$ cat config.mk
export PLATFORM = sky130hd
export DESIGN_NAME = morse_keyer
export DESIGN_NICKNAME = d
export VERILOG_FILES = /design/src/mk_pkg.sv /design/src/morse_keyer.sv /design/src/mk_seq.sv
export SDC_FILE = /design/constraint.sdc
export NUM_CORES = 1
export LEC_CHECK = 0
export ABC_AREA = 1
export BUFFER_PORTS_ARGS = -buffer_cell sky130_fd_sc_hd__buf_2
export CAP_MARGIN = 20
export CORE_ASPECT_RATIO = 1.75
export CORE_MARGIN = 2
export CORE_UTILIZATION = 55
export DETAILED_ROUTE_END_ITERATION = 6
export GPL_ROUTABILITY_DRIVEN = 0
export PLACE_DENSITY = 0.73
export SYNTH_ARGS = -nofsm -noshare
export SYNTH_HDL_FRONTEND = slang
export SYNTH_HIERARCHICAL = 1
export SYNTH_SLANG_ARGS = --single-unit
export TNS_END_PERCENT = 20
$ cat constraint.sdc
create_clock -name aclk -period 4 [get_ports aclk]
set_input_delay 0.2 -clock aclk [delete_from_list [all_inputs] [get_ports aclk]]
set_output_delay 0.2 -clock aclk [all_outputs]
set_load 0.005 [all_outputs]
$ cat src/mk_pkg.sv
// Shared types, constants and the character code table for the Morse keyer.
// No dependencies; imported by mk_seq and morse_keyer.

package mk_pkg;

    localparam int CHAR_W  = 8;
    localparam int UNIT_W  = 16;
    localparam int DUR_W   = 19;
    localparam int ELEM_W  = 3;   // element index / count
    localparam int MAX_ELEM = 7;

    localparam logic [UNIT_W-1:0] TIME_UNIT_RESET = 16'd50;
    localparam logic [CHAR_W-1:0] CHAR_SPACE      = 8'd32;
    localparam logic [CHAR_W-1:0] CHAR_LOWER_A    = 8'd97;
    localparam logic [CHAR_W-1:0] CHAR_LOWER_Z    = 8'd122;
    localparam logic [CHAR_W-1:0] CASE_OFFSET     = 8'd32;

    // input item kind
    localparam logic MODE_CHAR = 1'b0;
    localparam logic MODE_EOM  = 1'b1;

    // segment length in Morse units
    typedef enum logic [1:0] {
        UNITS_1 = 2'd0,
        UNITS_3 = 2'd1,
        UNITS_7 = 2'd2
    } units_t;

    // one letter: element count and pattern, bit i set = element i is a dah
    typedef struct packed {
        logic [ELEM_W-1:0]   len;
        logic [MAX_ELEM-1:0] pat;
    } code_t;

    // one key segment handed from the sequencer to the output stage
    typedef struct packed {
        logic   key_on;
        units_t units;
        logic   last;
    } seg_t;

    // character to Morse code; anything without an entry sends '?'
    function automatic code_t code_lookup(input logic [CHAR_W-1:0] c);
        logic [CHAR_W-1:0] u;
        code_t             r;
        u = c;
        if (c >= CHAR_LOWER_A && c <= CHAR_LOWER_Z) begin
            u = c - CASE_OFFSET;
        end
        case (u)
            8'd33:  r = '{3'd4, 7'b0000111}; // !
            8'd34:  r = '{3'd6, 7'b0010010}; // "
            8'd36:  r = '{3'd7, 7'b1001000}; // $
            8'd39:  r = '{3'd6, 7'b0011110}; // '
            8'd40:  r = '{3'd5, 7'b0001101}; // (
            8'd41:  r = '{3'd6, 7'b0101101}; // )
            8'd43:  r = '{3'd5, 7'b0001010}; // +
            8'd44:  r = '{3'd6, 7'b0110011}; // ,
            8'd45:  r = '{3'd6, 7'b0100001}; // -
            8'd46:  r = '{3'd6, 7'b0101010}; // .
            8'd47:  r = '{3'd5, 7'b0001001}; // /
            8'd48:  r = '{3'd5, 7'b0011111}; // 0
            8'd49:  r = '{3'd5, 7'b0011110};
            8'd50:  r = '{3'd5, 7'b0011100};
            8'd51:  r = '{3'd5, 7'b0011000};
            8'd52:  r = '{3'd5, 7'b0010000};
            8'd53:  r = '{3'd5, 7'b0000000};
            8'd54:  r = '{3'd5, 7'b0000001};
            8'd55:  r = '{3'd5, 7'b0000011};
            8'd56:  r = '{3'd5, 7'b0000111};
            8'd57:  r = '{3'd5, 7'b0001111}; // 9
            8'd58:  r = '{3'd6, 7'b0000111}; // :
            8'd59:  r = '{3'd6, 7'b0010101}; // ;
            8'd61:  r = '{3'd5, 7'b0010001}; // =
            8'd64:  r = '{3'd6, 7'b0010110}; // @
            8'd65:  r = '{3'd2, 7'b0000010}; // A
            8'd66:  r = '{3'd4, 7'b0000001};
            8'd67:  r = '{3'd4, 7'b0000101};
            8'd68:  r = '{3'd3, 7'b0000001};
            8'd69:  r = '{3'd1, 7'b0000000};
            8'd70:  r = '{3'd4, 7'b0000100};
            8'd71:  r = '{3'd3, 7'b0000011};
            8'd72:  r = '{3'd4, 7'b0000000};
            8'd73:  r = '{3'd2, 7'b0000000};
            8'd74:  r = '{3'd4, 7'b0001110};
            8'd75:  r = '{3'd3, 7'b0000101};
            8'd76:  r = '{3'd4, 7'b0000010};
            8'd77:  r = '{3'd2, 7'b0000011};
            8'd78:  r = '{3'd2, 7'b0000001};
            8'd79:  r = '{3'd3, 7'b0000111};
            8'd80:  r = '{3'd4, 7'b0000110};
            8'd81:  r = '{3'd4, 7'b0001011};
            8'd82:  r = '{3'd3, 7'b0000010};
            8'd83:  r = '{3'd3, 7'b0000000};
            8'd84:  r = '{3'd1, 7'b0000001};
            8'd85:  r = '{3'd3, 7'b0000100};
            8'd86:  r = '{3'd4, 7'b0001000};
            8'd87:  r = '{3'd3, 7'b0000110};
            8'd88:  r = '{3'd4, 7'b0001001};
            8'd89:  r = '{3'd4, 7'b0001101};
            8'd90:  r = '{3'd4, 7'b0000011}; // Z
            8'd91:  r = '{3'd5, 7'b0001101}; // [ same as (
            8'd93:  r = '{3'd6, 7'b0101101}; // ] same as )
            8'd95:  r = '{3'd6, 7'b0101100}; // _
            default: r = '{3'd6, 7'b0001100}; // ?
        endcase
        return r;
    endfunction

endpackage

$ cat src/morse_keyer.sv
// Morse keyer top level: time unit register, segment length unit and
// output register around the segment sequencer. Depends on mk_pkg, mk_seq.
//
//   channel   dir  fields (low bit first)
//   s_        in   tdata: char_code[7:0]; tuser: mode
//   m_        out  tdata: key_on, duration[18:0], 4 zero bits; tlast: last
//   cfg_wr_   in   time_unit[15:0], written when cfg_wr_en is high
//
// A character of n segments (at most 14) is accepted in the idle state, then the
// sequencer hands on one segment per cycle while m_tready stays high, each
// scaled by the single shared add/subtract unit.
// Reset (aresetn low, synchronous) sets time_unit to 50 and starts a word.
// A stall on m_tready holds the output register and the sequencer.

module morse_keyer (
    input  logic        aclk,
    input  logic        aresetn,
    input  logic        s_tvalid,
    output logic        s_tready,
    input  logic [7:0]  s_tdata,   // char_code[7:0]
    input  logic [0:0]  s_tuser,   // mode
    output logic        m_tvalid,
    input  logic        m_tready,
    output logic [23:0] m_tdata,   // key_on, duration[18:0], pad[3:0]
    output logic        m_tlast,   // last
    input  logic        cfg_wr_en,
    input  logic [15:0] cfg_wr_data
);
    import mk_pkg::*;

    logic [UNIT_W-1:0] time_unit_reg;
    logic              seg_valid;
    seg_t              seg;
    logic              seg_take;
    logic [DUR_W-1:0]  opa, opb, dur;
    logic              op_sub;
    logic              m_tvalid_reg;
    logic              key_on_reg;
    logic [DUR_W-1:0]  dur_reg;
    logic              last_reg;

    mk_seq u_seq (
        .aclk      (aclk),
        .aresetn   (aresetn),
        .in_valid  (s_tvalid),
        .in_ready  (s_tready),
        .mode      (s_tuser[0]),
        .char_code (s_tdata),
        .seg_valid (seg_valid),
        .seg       (seg),
        .seg_take  (seg_take)
    );

    // time unit register
    always_ff @(posedge aclk) begin
        if (!aresetn) begin
            time_unit_reg <= TIME_UNIT_RESET;
        end else if (cfg_wr_en) begin
            time_unit_reg <= cfg_wr_data;
        end
    end

    // segment length: 1u = 0+u, 3u = 2u+u, 7u = 8u-u, one shared adder
    always_comb begin
        opb = DUR_W'(time_unit_reg);
        case (seg.units)
            UNITS_3: begin
                opa    = DUR_W'(time_unit_reg) << 1;
                op_sub = 1'b0;
            end
            UNITS_7: begin
                opa    = DUR_W'(time_unit_reg) << 3;
                op_sub = 1'b1;
            end
            default: begin
                opa    = '0;
                op_sub = 1'b0;
            end
        endcase
        dur = op_sub ? (opa - opb) : (opa + opb);
    end

    // output register
    assign seg_take = seg_valid && (!m_tvalid_reg || m_tready);

    always_ff @(posedge aclk) begin
        if (!aresetn) begin
            m_tvalid_reg <= 1'b0;
        end else if (seg_take) begin
            m_tvalid_reg <= 1'b1;
        end else if (m_tready) begin
            m_tvalid_reg <= 1'b0;
        end
        if (seg_take) begin
            key_on_reg <= seg.key_on;
            dur_reg    <= dur;
            last_reg   <= seg.last;
        end
    end

    assign m_tvalid = m_tvalid_reg;
    assign m_tdata  = {4'b0000, dur_reg, key_on_reg};
    assign m_tlast  = last_reg;

endmodule

$ cat src/mk_seq.sv
// Segment sequencer: steps through the letter gap, elements and element gaps
// of one character, or the word space, one segment per take. Depends on mk_pkg.

module mk_seq (
    input  logic                      aclk,
    input  logic                      aresetn,
    input  logic                      in_valid,
    output logic                      in_ready,
    input  logic                      mode,
    input  logic [mk_pkg::CHAR_W-1:0] char_code,
    output logic                      seg_valid,
    output mk_pkg::seg_t              seg,
    input  logic                      seg_take
);
    import mk_pkg::*;

    typedef enum logic [1:0] {
        S_IDLE = 2'b01,
        S_RUN  = 2'b10
    } state_t;

    state_t              state_reg, state_next;
    logic                first_reg, first_next;
    logic                space_reg, space_next;
    logic                gap_reg, gap_next;
    logic [ELEM_W-1:0]   idx_reg, idx_next;
    logic [ELEM_W-1:0]   len_reg, len_next;
    logic [MAX_ELEM-1:0] pat_reg, pat_next;
    code_t               code;
    logic                is_space;

    assign in_ready  = (state_reg == S_IDLE);
    assign seg_valid = (state_reg == S_RUN);
    assign code      = code_lookup(char_code);
    assign is_space  = (mode == MODE_EOM) || (char_code == CHAR_SPACE);

    // current segment
    always_comb begin
        if (space_reg) begin
            seg = '{1'b0, UNITS_7, 1'b1};
        end else if (gap_reg) begin
            seg = '{1'b0, (idx_reg == '0) ? UNITS_3 : UNITS_1, 1'b0};
        end else begin
            seg = '{1'b1, pat_reg[idx_reg] ? UNITS_3 : UNITS_1,
                    (idx_reg == len_reg - 3'd1)};
        end
    end

    // sequencing
    always_comb begin
        state_next = state_reg;
        first_next = first_reg;
        space_next = space_reg;
        gap_next   = gap_reg;
        idx_next   = idx_reg;
        len_next   = len_reg;
        pat_next   = pat_reg;
        unique case (state_reg)
            S_IDLE: begin
                if (in_valid) begin
                    state_next = S_RUN;
                    space_next = is_space;
                    idx_next   = '0;
                    len_next   = code.len;
                    pat_next   = code.pat;
                    gap_next   = !is_space && !first_reg;
                    first_next = is_space;
                end
            end
            S_RUN: begin
                if (seg_take) begin
                    if (seg.last) begin
                        state_next = S_IDLE;
                    end else if (gap_reg) begin
                        gap_next = 1'b0;
                    end else begin
                        idx_next = idx_reg + 3'd1;
                        gap_next = 1'b1;
                    end
                end
            end
            default: state_next = S_IDLE;
        endcase
    end

    always_ff @(posedge aclk) begin
        if (!aresetn) begin
            state_reg <= S_IDLE;
            first_reg <= 1'b1;
        end else begin
            state_reg <= state_next;
            first_reg <= first_next;
        end
        space_reg <= space_next;
        gap_reg   <= gap_next;
        idx_reg   <= idx_next;
        len_reg   <= len_next;
        pat_reg   <= pat_next;
    end

endmodule

# Yosys cells after proc, flatten, opt, wreduce, memory -nomap -nowiden

Memories as Yosys holds them, arrays and structs flattened. A register that Yosys moved wholly into a read port is not among the register bits.
Index checks and enable logic that the tools add are counted.

Memories kept: 1
Bits of input ports: 30
Bits in registers: 46
Output and inout bits: 27
ROM bits: 1,280
Logic and storage cells: 71

Memory list:

| name             | words | bits a word | read ports | clocked after Yosys merged registers in | write ports | RTL line     | RTL |
|---|---|---|---|---|---|---|---|
| (name not given) | 128   | 10          | 1          | 1                                       | 0           | mk_pkg.sv:50 | `case (u)` |

Multiplexer cells: 26
Add/subtract/negate cells: 5
Equality and inequality tests: 11
Order comparisons: 3
Reduce and logical (&&, ||, !) cells: 15

Operator list:

| kind                                                               | number |
|---|---|
| case mux 19 bit (2 select lines)                                   | 1 |
| adder 19 x 16 -> 19 bit                                            | 1 |
| 2-to-1 mux 19 bit                                                  | 1 |
| subtractor 19 x 16 -> 19 bit                                       | 1 |
| 2-to-1 mux 3 bit                                                   | 5 |
| 2-to-1 mux 1 bit                                                   | 10 |
| equality test 8 x 6 -> 1 bit (second input constant)               | 1 |
| greater-or-equal comparator 8 x 7 -> 1 bit (second input constant) | 1 |
| less-or-equal comparator 8 x 7 -> 1 bit (second input constant)    | 1 |
| 2-to-1 mux 8 bit                                                   | 1 |
| subtractor 8 x 6 -> 8 bit (second input constant)                  | 1 |
| 2-to-1 mux 2 bit                                                   | 3 |
| inequality test 2 bit (second input constant)                      | 3 |
| case mux 3 bit (2 select lines)                                    | 1 |
| AND reduction 5 bit                                                | 1 |
| equality test 2 x 1 -> 1 bit (second input constant)               | 2 |
| equality test 2 bit (second input constant)                        | 2 |
| less-than comparator 3 x 4 -> 1 bit (second input constant)        | 1 |
| 2-to-1 mux 4 bit                                                   | 1 |
| inequality test 2 x 1 -> 1 bit (second input constant)             | 2 |
| case mux 2 bit (2 select lines)                                    | 1 |
| AND reduction 4 bit                                                | 1 |
| nonzero test 2 bit                                                 | 2 |
| adder 3 x 1 -> 3 bit (second input constant)                       | 1 |
| other kinds (10)                                                   | 15 |

# Logic depth before layout (Yosys ltp)

Depth after elaboration: 9
Depth in mapped cells: 23
Gate-level depth less buffers: 22

# Modules after synthesis

Netlist, hierarchy kept.

By module, submodules not included:

| module      | instances | seq. area each (um^2) | area an instance (um^2) | cells each |
|---|---|---|---|---|
| morse_keyer | 1         | 970.9                 | 2,841.5                 | 373 |
| mk_seq      | 1         | 510.5                 | 1,949.4                 | 307 |

# Least setup slack after synthesis

OpenSTA, ideal clock, no wires.

Kind: register to register
Start: register u_seq.idx_reg[0]
End: register dur_reg[15] (data pin)
Setup time: 0.260 ns
Stages on the path, launching flop included: 22
Arrival time: 3.030 ns
Setup slack: 0.710 ns
Buffers on the path: 1
Clock period less this slack: 3.290 ns
Data required time: 3.740 ns
Path through: edfxtp_1 > inv_1 > nor2_1 > nor2_1 > o21ai_0 > nand3_1 > o211ai_1 > a21oi_1 > inv_1 > ha_1 > inv_1 > buf_2 > o21ai_0 > xnor2_1 > inv_1 > ha_1 > a21oi_1 > a21boi_1 > o21ai_2 > nand2_1 > nand2_1 > xor2_1

RTL lines:

| item                     | RTL line          | RTL |
|---|---|---|
| start: declaration       | mk_seq.sv:26      | `logic [ELEM_W-1:0] idx_reg, idx_next;` |
| start signal: assignment | mk_seq.sv:96      | `idx_reg <= idx_next;` |
| end signal: assignment   | morse_keyer.sv:96 | `dur_reg <= dur;` |
| end: declaration         | morse_keyer.sv:39 | `logic [DUR_W-1:0] dur_reg;` |

==> run metrics <==
crit share post-route=0.909; Slew headroom=0.394; # setup viols final=0; clk root buf=clkbuf_16; area growth from synthesis to layout=9.87%; Tmin final=3640 ps; Worst Hold Launch=cfg_wr_data[1]; number of flops mapped to enable cells by yosys=36; # Post-CTS Setup Buffers=0; largest net degree at the start of global routing=23; Hold Violations, Final=0; CTS sink count=between 50 and 60; Die X=around 75 µm; Syn. warnings=6; R2R Setup Slk=roughly 360 ps; Synth area leaders=edfxtp_1 23%, nand2_1 13%, dfxtp_1 8.4%; layout cells sized above 1=0.165; fmax=0.275 GHz; Post-CTS Resized=0; CTS Hold Bufs=0; initial antenna violation count=0; ys async rst share=0; CTS tree=done; post-route setup TNS=0 ps; final slew viol count=0; hold endpoint=time_unit_reg[1]$_SDFFE_PN1P_; I/O pin cnt=57; Via density=5.51; CP max stage delay=480 ps; Clock Pin Slew Worst Setup and Hold Paths=around 80 ps; Critical R2R Launch=u_seq/idx_reg[0]$_SDFFCE_PN0P_; CP most frequent cell=nand2_1; Num CTS Buffers=5; worst-path cell chain=inv_1, nor2_1, nor2_1, o21ai_0, nand3_1, o211ai_1, a21oi_1, inv_1, ha_2, buf_4, nand2_1, inv_1, a31oi_1, ha_1, a21oi_1, nand2_1, a21boi_2, o21ai_2, nand2_1, nand2_1, xor2_1; predominant post-synthesis flop cell=edfxtp_1; Die Ht=127 µm; CP Capture Type=flop; I/O Buffers=52; GR Util All Layers=0.266; clock latency on the worst-skew pair=around 300 ps; die area=9500 µm²; Yosys cell types=48; vias after detailed routing=4627; Data required, critical path=4060 ps; CP Data Arrival Time=around 3700 ps; Routed Antenna Nets=0; remaining global-route overflow=0; R2R cell count=21; syn_area_per_cell=7.05 µm²; DRT iter0 DRCs=272; drt wl/cell=14.2 µm; DRC viols=0; Longest Clk Path Bufs=2; Hold Crit Depth=3; placed insts=832; # rows=45; drt first pass iters=5; status=finished clean; crit path max fanout=21; crit path kind=reg -> reg; first-pass GRT wire length=approximately 20 mm; Max Cap Viol=0; cells after synthesis=680; max reg flops=19; CP max-delay cell=edfxtp_1; number of global-route vias before repair=around 4600; worst setup path startpoint=u_seq/idx_reg[0]$_SDFFCE_PN0P_; Yosys top cell area share=0.226; Worst setup SP type=flop; maximum VDD drop=0.279 mV; Setup Skew=10.8 ps; Initial Util=0.560; Hold WC Path Type=in -> reg; HPWL Detailed=9.47 mm; Post-Syn Area=4790 µm²; Tightest Pin Transition=906 ps; core area=about 8600 µm²; post-synthesis sequential area ratio=0.309; dominant cell type by area after synthesis=edfxtp_1; ANT cells=0; Fillers=between 800 and 900; FF-to-FF End=dur_reg[15]$_DFFE_PP_; Post-Route WL=11.9 mm; RSZ-0062 raised after global routing=no; PwrDens=414 nW/µm²; # H-tree levels=2; final non-filler cell total=between 800 and 900; leak pwr=approximately 2.5 nW; nets=783; number of synthesized register bits=56
## kinds of logic after synthesis
logic type               count (synthesis)  synth area share
adder cells (fa/ha/maj)                 31            0.0810
XOR/XNOR                                28            0.0512
other                                    1          0.000783
AND/OR/NAND/NOR                        326             0.306
buffers and inverters                  107            0.0966
flip-flops                              56             0.309
AO/OA/AOI/OAI                          131             0.155
## critical path: cells and delay by family (launching register included)
| kind | cells | cell delay [ps] |
|---|---|---|
| and+or+nand+nor | 7 | 650 |
| AOI/OAI and AO/OA | 7 | 1070 |
| xor gates and xnor gates | 1 | 140 |
| adders and majority gates | 2 | 540 |
| buffers and inverters | 4 | 500 |
| DFF | 1 | 480 |
## where the power goes
group          total [mW]  switching, mW  internal, mW
Sequential          0.770         0.0454         0.725
Clock               0.459          0.221         0.238
Combinational       0.952          0.610         0.341
Total                2.18          0.876          1.30
## layout make-up
| class | instances | area [µm²] | area share |
|---|---|---|---|
| Multi-Input combinational cell | 520 | 2880 | 0.547 |
| Tap cell | 117 | 146 | 0.0278 |
| Clock buffer | 5 | 125 | 0.0238 |
| Clock inverter | 3 | 27.5 | 0.00523 |
| Inverter | 83 | 315 | 0.0599 |
| Sequential cell | 56 | 1480 | 0.281 |
| Timing Repair Buffer | 56 | 290 | 0.0551 |
## cells in the mapped netlist, types with 9 or more instances
| library cell | n |
|---|---|
| nor2_1 | 77 |
| dfxtp_1 | 20 |
| xor2_1 | 18 |
| nor2_2 | 9 |
| edfxtp_1 | 36 |
| xnor2_1 | 10 |
| o21ai_0 | 45 |
| a21oi_1 | 54 |
| inv_1 | 77 |
| nand2_2 | 11 |
| nand2_1 | 162 |
| nand3_1 | 36 |
| ha_1 | 31 |
## how the worst max path moves through the flow
stage / depth (start not counted) / endpoint / slack (ps)
2_1_floorplan: 21 / dur_reg[15]$_DFFE_PP_ / 710
3_3_place_gp: 19 / dur_reg[12]$_DFFE_PP_ / 400
3_5_place_dp: 18 / dur_reg[15]$_DFFE_PP_ / 290
4_1_cts: 19 / dur_reg[12]$_DFFE_PP_ / 280
5_1_grt: 22 / dur_reg[16]$_DFFE_PP_ / 40
6_report: 21 / dur_reg[15]$_DFFE_PP_ / 360
## through the flow
step / power [mW] / worst slack (ps) / instance area, µm² / util / hold WS (ps)
after floorplan: 1.49 / 710 / 4800 / - / 284
after global placement: 1.69 / 397 / 5090 / 0.595 / 414
after detailed placement: 1.71 / 293 / 5090 / 0.595 / 427
after CTS: 2.17 / 277 / 5240 / 0.613 / 119
after global routing: 2.34 / 37.2 / 5260 / 0.615 / 135
final: 2.18 / 362 / 5260 / 0.615 / 118
## cells in the final DEF (no fill, tap or decap), types with 6 or more instances in the layout
cell / synthesis / layout
a31oi_1: 6 / 6
nor3_1: 6 / 6
buf_2: 4 / 52
nor2_1: 77 / 77
nand4_1: 8 / 8
nand2_2: 11 / 11
xnor2_1: 10 / 10
nor2_2: 9 / 9
ha_1: 31 / 29
o21ai_2: 6 / 6
a21oi_1: 54 / 51
dfxtp_1: 20 / 20
inv_1: 77 / 76
nand3_1: 36 / 36
o21ai_0: 45 / 45
nand2_1: 162 / 162
edfxtp_1: 36 / 36
xor2_1: 18 / 18
## per-layer routing
layer  up-vias  wire length (µm)  GRT usage
li1       2309                 -          -
met1      2116              4150      0.251
met2       151              6580      0.513
met3        51               419     0.0284
met4         0               743      0.167
met5         -                 0          0
No activity file was read; power rests on OpenSTA's default activity.
